$ cat src/hw/rtl/mswd_pkg.sv
// Shared types, constants and helper functions of the motion sleep/wake detector.
// No dependencies.
package mswd_pkg;

    localparam int AXES        = 6;
    localparam int AXIS_W      = 16;
    localparam int TIME_W      = 32;
    localparam int THR_W       = 19;
    localparam int HOLD_W      = 8;
    localparam int HOLD_SEC_W  = 14;   // 255 minutes * 60 fits in 14 bits
    localparam int MAG_W       = 19;
    localparam int EV_W        = 2;
    localparam int CFG_IDX_W   = 2;
    localparam int S_DATA_W    = 128;
    localparam int M_DATA_W    = 24;

    // Event codes
    localparam logic [EV_W-1:0] EV_NONE  = 2'd0;
    localparam logic [EV_W-1:0] EV_SLEEP = 2'd1;
    localparam logic [EV_W-1:0] EV_WAKE  = 2'd2;

    // Register indexes
    localparam logic [CFG_IDX_W-1:0] CFG_STILL_THR  = 2'd0;
    localparam logic [CFG_IDX_W-1:0] CFG_SLEEP_HOLD = 2'd1;
    localparam logic [CFG_IDX_W-1:0] CFG_WAKE_HOLD  = 2'd2;

    localparam logic [THR_W-1:0]  STILL_THR_RST  = 19'd500;
    localparam logic [HOLD_W-1:0] SLEEP_HOLD_RST = 8'd10;
    localparam logic [HOLD_W-1:0] WAKE_HOLD_RST  = 8'd1;

    typedef logic signed [AXIS_W-1:0] axis_t;
    typedef axis_t [AXES-1:0] axes_t;   // element 0 is accel_x

    // Input item, laid out as on s_tdata (accel_x lowest)
    typedef struct packed {
        logic [TIME_W-1:0] now_seconds;
        axes_t             axes;
    } sample_t;

    typedef struct packed {
        logic have_prev;
        logic sleeping;
    } mode_t;

    function automatic logic [AXIS_W-1:0] abs_diff(input axis_t a, input axis_t b);
        logic signed [AXIS_W:0] d;
        logic [AXIS_W:0]        n;
        d = {a[AXIS_W-1], a} - {b[AXIS_W-1], b};
        n = -d;
        return d[AXIS_W] ? n[AXIS_W-1:0] : d[AXIS_W-1:0];
    endfunction

    // minutes * 60 as (m << 6) - (m << 2)
    function automatic logic [HOLD_SEC_W-1:0] mins_to_secs(input logic [HOLD_W-1:0] m);
        logic [HOLD_SEC_W-1:0] w;
        w = {{(HOLD_SEC_W-HOLD_W){1'b0}}, m};
        return (w << 6) - (w << 2);
    endfunction

endpackage

$ cat src/hw/rtl/motion_sleep_wake_detector.sv
// Top level of the motion sleep/wake detector: handshake, registers, hold timers.
// Depends on mswd_pkg and mswd_mag.
//
//  channel | dir | tdata fields (lowest bit up)                        | width
//  --------+-----+-----------------------------------------------------+------
//  s_      | in  | accel_x, accel_y, accel_z, rate_x, rate_y, rate_z,  | 128
//          |     | now_seconds                                         |
//  m_      | out | asleep, event_res, magnitude, 2 zero bits           | 24
//  cfg_    | in  | index 0 still_threshold, 1 sleep/2 wake hold mins   | 19
//
// One item per cycle sustained while m_tready is high. An accepted item is held in the
// input register, where magnitude, timer and sleep state are worked out in a single pass;
// its result moves into the output register once that register is free or being read.
// s_tready drops only when both registers are full and m_tready is low.
// aresetn is synchronous, active low: both stages empty, awake, timers unarmed,
// registers back to 500 / 10 / 1.
module motion_sleep_wake_detector (
    input  logic                              aclk,
    input  logic                              aresetn,
    // accel_x, accel_y, accel_z, rate_x, rate_y, rate_z, now_seconds
    input  logic [mswd_pkg::S_DATA_W-1:0]     s_tdata,
    input  logic                              s_tvalid,
    output logic                              s_tready,
    // asleep, event_res, magnitude, zero pad
    output logic [mswd_pkg::M_DATA_W-1:0]     m_tdata,
    output logic                              m_tvalid,
    input  logic                              m_tready,
    input  logic                              cfg_wr_en,
    input  logic [mswd_pkg::CFG_IDX_W-1:0]    cfg_index,
    input  logic [mswd_pkg::THR_W-1:0]        cfg_data
);
    import mswd_pkg::*;

    // configuration
    logic [THR_W-1:0]  still_thr_reg;
    logic [HOLD_W-1:0] sleep_hold_reg;
    logic [HOLD_W-1:0] wake_hold_reg;

    // input stage
    logic    in_vld_reg, in_vld_next;
    sample_t in_item_reg;

    // detector state
    axes_t             prev_reg;
    logic              have_prev_reg;
    logic              sleeping_reg, sleeping_next;
    logic [TIME_W-1:0] still_since_reg, still_since_next;
    logic [TIME_W-1:0] active_since_reg, active_since_next;

    // output stage
    logic              out_vld_reg, out_vld_next;
    logic              out_asleep_reg;
    logic [EV_W-1:0]   out_event_reg;
    logic [MAG_W-1:0]  out_mag_reg;

    logic              advance;
    logic              s_fire;
    logic              m_fire;
    mode_t             mode;
    logic [MAG_W-1:0]  mag;
    logic [EV_W-1:0]   ev;
    logic [TIME_W-1:0] still_elapsed;
    logic [TIME_W-1:0] active_elapsed;
    logic [TIME_W-1:0] sleep_hold_s;
    logic [TIME_W-1:0] wake_hold_s;
    logic [THR_W:0]    active_thr;

    // handshake: the input register moves on whenever the output register is empty or being read out
    assign advance  = in_vld_reg && (!out_vld_reg || m_tready);
    assign s_tready = !in_vld_reg || !out_vld_reg || m_tready;
    assign s_fire   = s_tvalid && s_tready;
    assign m_fire   = out_vld_reg && m_tready;

    assign in_vld_next  = s_fire ? 1'b1 : (advance ? 1'b0 : in_vld_reg);
    assign out_vld_next = advance ? 1'b1 : (m_fire ? 1'b0 : out_vld_reg);

    assign mode.have_prev = have_prev_reg;
    assign mode.sleeping  = sleeping_reg;

    mswd_mag u_mag (
        .cur  (in_item_reg.axes),
        .prev (prev_reg),
        .mode (mode),
        .mag  (mag)
    );

    assign still_elapsed  = in_item_reg.now_seconds - still_since_reg;
    assign active_elapsed = in_item_reg.now_seconds - active_since_reg;
    assign sleep_hold_s   = {{(TIME_W-HOLD_SEC_W){1'b0}}, mins_to_secs(sleep_hold_reg)};
    assign wake_hold_s    = {{(TIME_W-HOLD_SEC_W){1'b0}}, mins_to_secs(wake_hold_reg)};
    assign active_thr     = {still_thr_reg, 1'b0};

    // Hold timers. A start time of zero means unarmed; the first qualifying item
    // arms it, a later one past the hold time flips the state and disarms.
    always_comb begin
        ev                = EV_NONE;
        sleeping_next     = sleeping_reg;
        still_since_next  = still_since_reg;
        active_since_next = active_since_reg;
        if (have_prev_reg) begin
            if (!sleeping_reg) begin
                if (mag < still_thr_reg) begin
                    if (still_since_reg == '0) begin
                        still_since_next = in_item_reg.now_seconds;
                    end else if (still_elapsed >= sleep_hold_s) begin
                        sleeping_next    = 1'b1;
                        still_since_next = '0;
                        ev               = EV_SLEEP;
                    end
                end else begin
                    still_since_next = '0;
                end
            end else begin
                if ({1'b0, mag} > active_thr) begin
                    if (active_since_reg == '0) begin
                        active_since_next = in_item_reg.now_seconds;
                    end else if (active_elapsed >= wake_hold_s) begin
                        sleeping_next     = 1'b0;
                        active_since_next = '0;
                        ev                = EV_WAKE;
                    end
                end else begin
                    active_since_next = '0;
                end
            end
        end
    end

    always_ff @(posedge aclk) begin
        if (!aresetn) begin
            still_thr_reg  <= STILL_THR_RST;
            sleep_hold_reg <= SLEEP_HOLD_RST;
            wake_hold_reg  <= WAKE_HOLD_RST;
        end else if (cfg_wr_en) begin
            unique case (cfg_index)
                CFG_STILL_THR:  still_thr_reg  <= cfg_data;
                CFG_SLEEP_HOLD: sleep_hold_reg <= cfg_data[HOLD_W-1:0];
                CFG_WAKE_HOLD:  wake_hold_reg  <= cfg_data[HOLD_W-1:0];
                default: ;  // unused index, write dropped
            endcase
        end
    end

    always_ff @(posedge aclk) begin
        if (!aresetn) begin
            in_vld_reg       <= 1'b0;
            out_vld_reg      <= 1'b0;
            have_prev_reg    <= 1'b0;
            sleeping_reg     <= 1'b0;
            still_since_reg  <= '0;
            active_since_reg <= '0;
        end else begin
            in_vld_reg  <= in_vld_next;
            out_vld_reg <= out_vld_next;
            if (advance) begin
                have_prev_reg    <= 1'b1;
                sleeping_reg     <= sleeping_next;
                still_since_reg  <= still_since_next;
                active_since_reg <= active_since_next;
            end
        end
    end

    // payload registers, no reset
    always_ff @(posedge aclk) begin
        if (s_fire) begin
            in_item_reg <= sample_t'(s_tdata);
        end
        if (advance) begin
            prev_reg       <= in_item_reg.axes;
            out_asleep_reg <= sleeping_next;
            out_event_reg  <= ev;
            out_mag_reg    <= mag;
        end
    end

    assign m_tvalid = out_vld_reg;
    assign m_tdata  = {{(M_DATA_W-MAG_W-EV_W-1){1'b0}}, out_mag_reg, out_event_reg,
                       out_asleep_reg};

endmodule

$ cat src/hw/rtl/mswd_mag.sv
// Motion magnitude: sum of absolute axis differences against the previous sample.
// Depends on mswd_pkg.
module mswd_mag (
    input  mswd_pkg::axes_t             cur,
    input  mswd_pkg::axes_t             prev,
    input  mswd_pkg::mode_t             mode,
    output logic [mswd_pkg::MAG_W-1:0]  mag
);
    import mswd_pkg::*;

    logic [AXIS_W-1:0] ad [AXES];
    logic [AXIS_W+1:0] accel_sum;
    logic [AXIS_W+1:0] rate_sum;

    always_comb begin
        for (int i = 0; i < AXES; i++) begin
            ad[i] = abs_diff(cur[i], prev[i]);
        end
        accel_sum = {2'b00, ad[0]} + {2'b00, ad[1]} + {2'b00, ad[2]};
        rate_sum  = {2'b00, ad[3]} + {2'b00, ad[4]} + {2'b00, ad[5]};
    end

    // gyro only counts while awake; no previous sample means zero
    always_comb begin
        if (!mode.have_prev) begin
            mag = '0;
        end else if (mode.sleeping) begin
            mag = {1'b0, accel_sum};
        end else begin
            mag = {1'b0, accel_sum} + {1'b0, rate_sum};
        end
    end

endmodule

$ cat config.mk
export PLATFORM = sky130hd
export DESIGN_NAME = motion_sleep_wake_detector
export DESIGN_NICKNAME = d
export VERILOG_FILES = /design/src/hw/rtl/mswd_pkg.sv /design/src/hw/rtl/motion_sleep_wake_detector.sv /design/src/hw/rtl/mswd_mag.sv
export SDC_FILE = /design/constraint.sdc
export NUM_CORES = 1
export LEC_CHECK = 0
export BUFFER_PORTS_ARGS = -buffer_cell sky130_fd_sc_hd__buf_2
export CELL_PAD_IN_SITES_DETAIL_PLACEMENT = 1
export CELL_PAD_IN_SITES_GLOBAL_PLACEMENT = 2
export CORE_MARGIN = 8
export CORE_UTILIZATION = 34
export CTS_BUF_LIST = sky130_fd_sc_hd__clkbuf_4 sky130_fd_sc_hd__clkbuf_8
export CTS_CLUSTER_SIZE = 25
export DETAILED_ROUTE_END_ITERATION = 6
export GPL_TIMING_DRIVEN = 0
export PLACE_DENSITY_LB_ADDON = 0.08
export SLEW_MARGIN = 20
export SYNTH_ARGS = -nofsm -noshare
export SYNTH_HDL_FRONTEND = slang
export SYNTH_SLANG_ARGS = --single-unit
$ cat constraint.sdc
create_clock -name aclk -period 10.1 [get_ports aclk]
set_clock_uncertainty 0.1 [all_clocks]
set_input_delay 0.505 -clock aclk [delete_from_list [all_inputs] [get_ports aclk]]
set_output_delay 0.505 -clock aclk [all_outputs]
set_load 0.005 [all_outputs]
==> metrics.cfg <==
[sta]
slew_headroom_pct=34.1
hold_viol=0
fmax_mhz=102
fin_crit_ns=9.85
worstMarginPinSlew_ns=0.980
rsz0062_at_grt=true
maxSlewViolCount=0
final.period_utilization_pct=97.5
timing.final.setup_violations=0

[yosys]
netlist_instances=3139
synth_area_um2=28100
synth_cell_types=81
synth-edff-count=246
synth_seq_cells=349
synth_seq_area_share_pct=33.7
async_reset_ff_share_pct=0
synth_flop_cell=sky130_fd_sc_hd__edfxtp_1
synth.yosys.warnings=0
avgSynthCellArea_um2=8.94

[clock_network]
cts.clk_slew.worst_paths_ns=0.06
skew_pair_late_insertion_delay_ns=0.71
numCtsBuffers=71
cts.sink_count=349
clk_root_buffer_cell=sky130_fd_sc_hd__clkbuf_8
clock_tree_from_tritoncts=built
cts_h_tree_lvls=3
clock_path_buffers=3

[critical_path]
crit-reg2reg-launch=in_item_reg[64]
worst_path_most_repeated_cell=sky130_fd_sc_hd__a21o_1
worstSetupPathType=register to register
worst_setup_path_end_kind=register
critPathRequiredTime_ns=10.43
cp_launch_type=register
crit_fanout=7
cp_peak_stage_delay_ns=0.40
crit_slowest_cell=sky130_fd_sc_hd__a211o_2
launch_point_of_the_critical_path=in_item_reg[64]
crit_arrival_ns=10.17

[floorplanning]
floorplan.die.height_um=303
io-pin-count=180
initial_core_utilization_pct=34.3
rows=105
core_region_area_um2=81800
fp.dieArea_um2=92000
dieWidth_um=303

[job]
maxCapViolCount=0

[detailed_routing]
detail_route.wirelength_mm=92.9
detail_routed_net_length_per_standard_cell_um=19.8
detail_route.drc_violations=0
number_of_iterations_in_the_first_detailed_routing_pass=5
detail-route-antenna-nets=0
routed_via_density=5.33
dr_iter_0_viols=1005
vias=25065

[placement]
globalplace.congestion=0.849
hpwlAfterDp_mm=73.2
place.detailed.instances=4392
buffer_ports.inserted=176

[global_route]
final_global_route_overflow_total=0
grt_util_all_layers_pct=19.7
grt_pass1_vias=26594
antenna_found_initial=2
grt_start_max_net_pins=57
grt_pass1_wl_mm=146

[layout]
final_common_cell=sky130_fd_sc_hd__ha_1
final_nets=4064
final_cell_mix=sky130_fd_sc_hd__ha_1 (305), sky130_fd_sc_hd__inv_1 (266), sky130_fd_sc_hd__edfxtp_1 (246)
number_of_flip_flops_under_the_largest_register_name=128
drive_gt1_share_pct=14.5
stdcell_count=4702
syn2layout_area_growth_pct=22.9

[worst_hold_path]
min_delay_worst_type=input pin to register
launch_instance_of_the_worst_min_delay_path=m_tready

[outcome]
run_status=completed

## cells by family (layout without fill, tap and decap cells)
| family | count (synthesis) | count (layout) | synth area share (%) |
|---|---|---|---|
| XOR/XNOR | 259 | 259 | 8.09 |
| other | 1 | 3 | 0.0134 |
| multiplexers | 27 | 27 | 0.995 |
| flip-flops | 349 | 349 | 33.7 |
| adder cells (fa/ha/maj) | 329 | 329 | 15.0 |
| buffers and inverters | 368 | 859 | 4.96 |
| AND/OR/NAND/NOR | 944 | 944 | 17.0 |
| AO/OA/AOI/OAI | 862 | 862 | 20.2 |
## synth_stat cells, types with 14 or more instances
| cell type | number | share of area (%) |
|---|---|---|
| sky130_fd_sc_hd__a211oi_1 | 26 | 0.70 |
| sky130_fd_sc_hd__a21boi_0 | 26 | 0.70 |
| sky130_fd_sc_hd__a21o_1 | 71 | 1.9 |
| sky130_fd_sc_hd__a21oi_1 | 193 | 3.4 |
| sky130_fd_sc_hd__a31oi_1 | 75 | 1.7 |
| sky130_fd_sc_hd__a32oi_1 | 34 | 1.1 |
| sky130_fd_sc_hd__and2_1 | 33 | 0.74 |
| sky130_fd_sc_hd__and3_1 | 24 | 0.54 |
| sky130_fd_sc_hd__clkbuf_1 | 97 | 1.3 |
| sky130_fd_sc_hd__dfxtp_1 | 103 | 7.3 |
| sky130_fd_sc_hd__edfxtp_1 | 246 | 26 |
| sky130_fd_sc_hd__ha_1 | 316 | 14 |
| sky130_fd_sc_hd__inv_1 | 267 | 3.6 |
| sky130_fd_sc_hd__mux2i_1 | 20 | 0.71 |
| sky130_fd_sc_hd__nand2_1 | 210 | 2.8 |
| sky130_fd_sc_hd__nand2b_1 | 32 | 0.71 |
| sky130_fd_sc_hd__nand3_1 | 90 | 1.6 |
| sky130_fd_sc_hd__nand3b_1 | 14 | 0.37 |
| sky130_fd_sc_hd__nand4_1 | 63 | 1.4 |
| sky130_fd_sc_hd__nor2_1 | 197 | 2.6 |
| sky130_fd_sc_hd__nor2b_1 | 60 | 1.3 |
| sky130_fd_sc_hd__nor3_1 | 103 | 1.8 |
| sky130_fd_sc_hd__nor3b_1 | 14 | 0.37 |
| sky130_fd_sc_hd__nor4_1 | 25 | 0.56 |
| sky130_fd_sc_hd__o211ai_1 | 26 | 0.70 |
| sky130_fd_sc_hd__o21a_1 | 45 | 1.2 |
| sky130_fd_sc_hd__o21ai_0 | 195 | 3.5 |
| sky130_fd_sc_hd__o21bai_1 | 20 | 0.54 |
| sky130_fd_sc_hd__o31ai_1 | 25 | 0.67 |
| sky130_fd_sc_hd__or2_2 | 23 | 0.51 |
| sky130_fd_sc_hd__or3_1 | 20 | 0.45 |
| sky130_fd_sc_hd__xnor2_1 | 171 | 5.3 |
| sky130_fd_sc_hd__xor2_1 | 88 | 2.7 |
## final cells by class
cell class / count / area (µm²)
diodes: 1 / 2.50
inverters: 268 / 1010
clock inverters: 33 / 345
plain buffers: 99 / 464
fillers: 9483 / 47400
repair buffers: 369 / 2820
flip-flops and latches: 349 / 9450
multi-input cells: 2423 / 17900
well taps: 1070 / 1340
clock buffers: 90 / 1140
## per-layer routing
layer	global-route usage, %	part of all wire (%)	vias to the layer above
met5	0	0	-
met4	6.04	2.6	0
met3	2.39	2.9	131
met2	33.5	47	364
met1	26.1	47	12123
li1	-	-	12447
## stage by stage
stage	area [µm²]	hold slack [ns]	util [%]	TNS, ns	setup WS (ns)
2_1_floorplan	28100	0.326	-	0	0.616
3_3_place_gp	30300	0.340	37.0	-127.41	-2.17
3_5_place_dp	30400	0.344	37.2	-141.38	-2.24
4_1_cts	33900	0.00621	41.4	0	0.00576
5_1_grt	34500	0.0551	42.1	-5.89	-0.220
6_report	34500	0.0833	42.1	0	0.255
## critical path: cells and delay by family (launching register included)
| family | cells | cell delay [ns] |
|---|---|---|
| buffers and inverters | 4 | 0.42 |
| XOR/XNOR | 2 | 0.42 |
| adder cells (fa/ha/maj) | 6 | 1.63 |
| AO/OA/AOI/OAI | 23 | 4.61 |
| multiplexers | 1 | 0.37 |
| flip-flops | 1 | 0.38 |
| AND/OR/NAND/NOR | 14 | 1.64 |
## timing repair
action,4_1_cts,5_1_grt
pin swaps,25,66
hold buffers,144,0
hold endpoints to repair,146,0
gates resized for setup,86,132
buffers inserted,17,25
setup endpoints to repair,68,68
cloned,0,1
## path summary, 6_finish.rpt
path                          to  slack, ns  cells after the start
setup / recovery  out_asleep_reg       0.25                     50
hold / removal          m_tvalid       0.08                      3
setup reg to reg  out_asleep_reg       0.25                     50
hold reg to reg     prev_reg[32]       0.35                      0
Power is not shown: default switching activity piles up to over one toggle a cycle in this logic, so the estimate is an artifact.
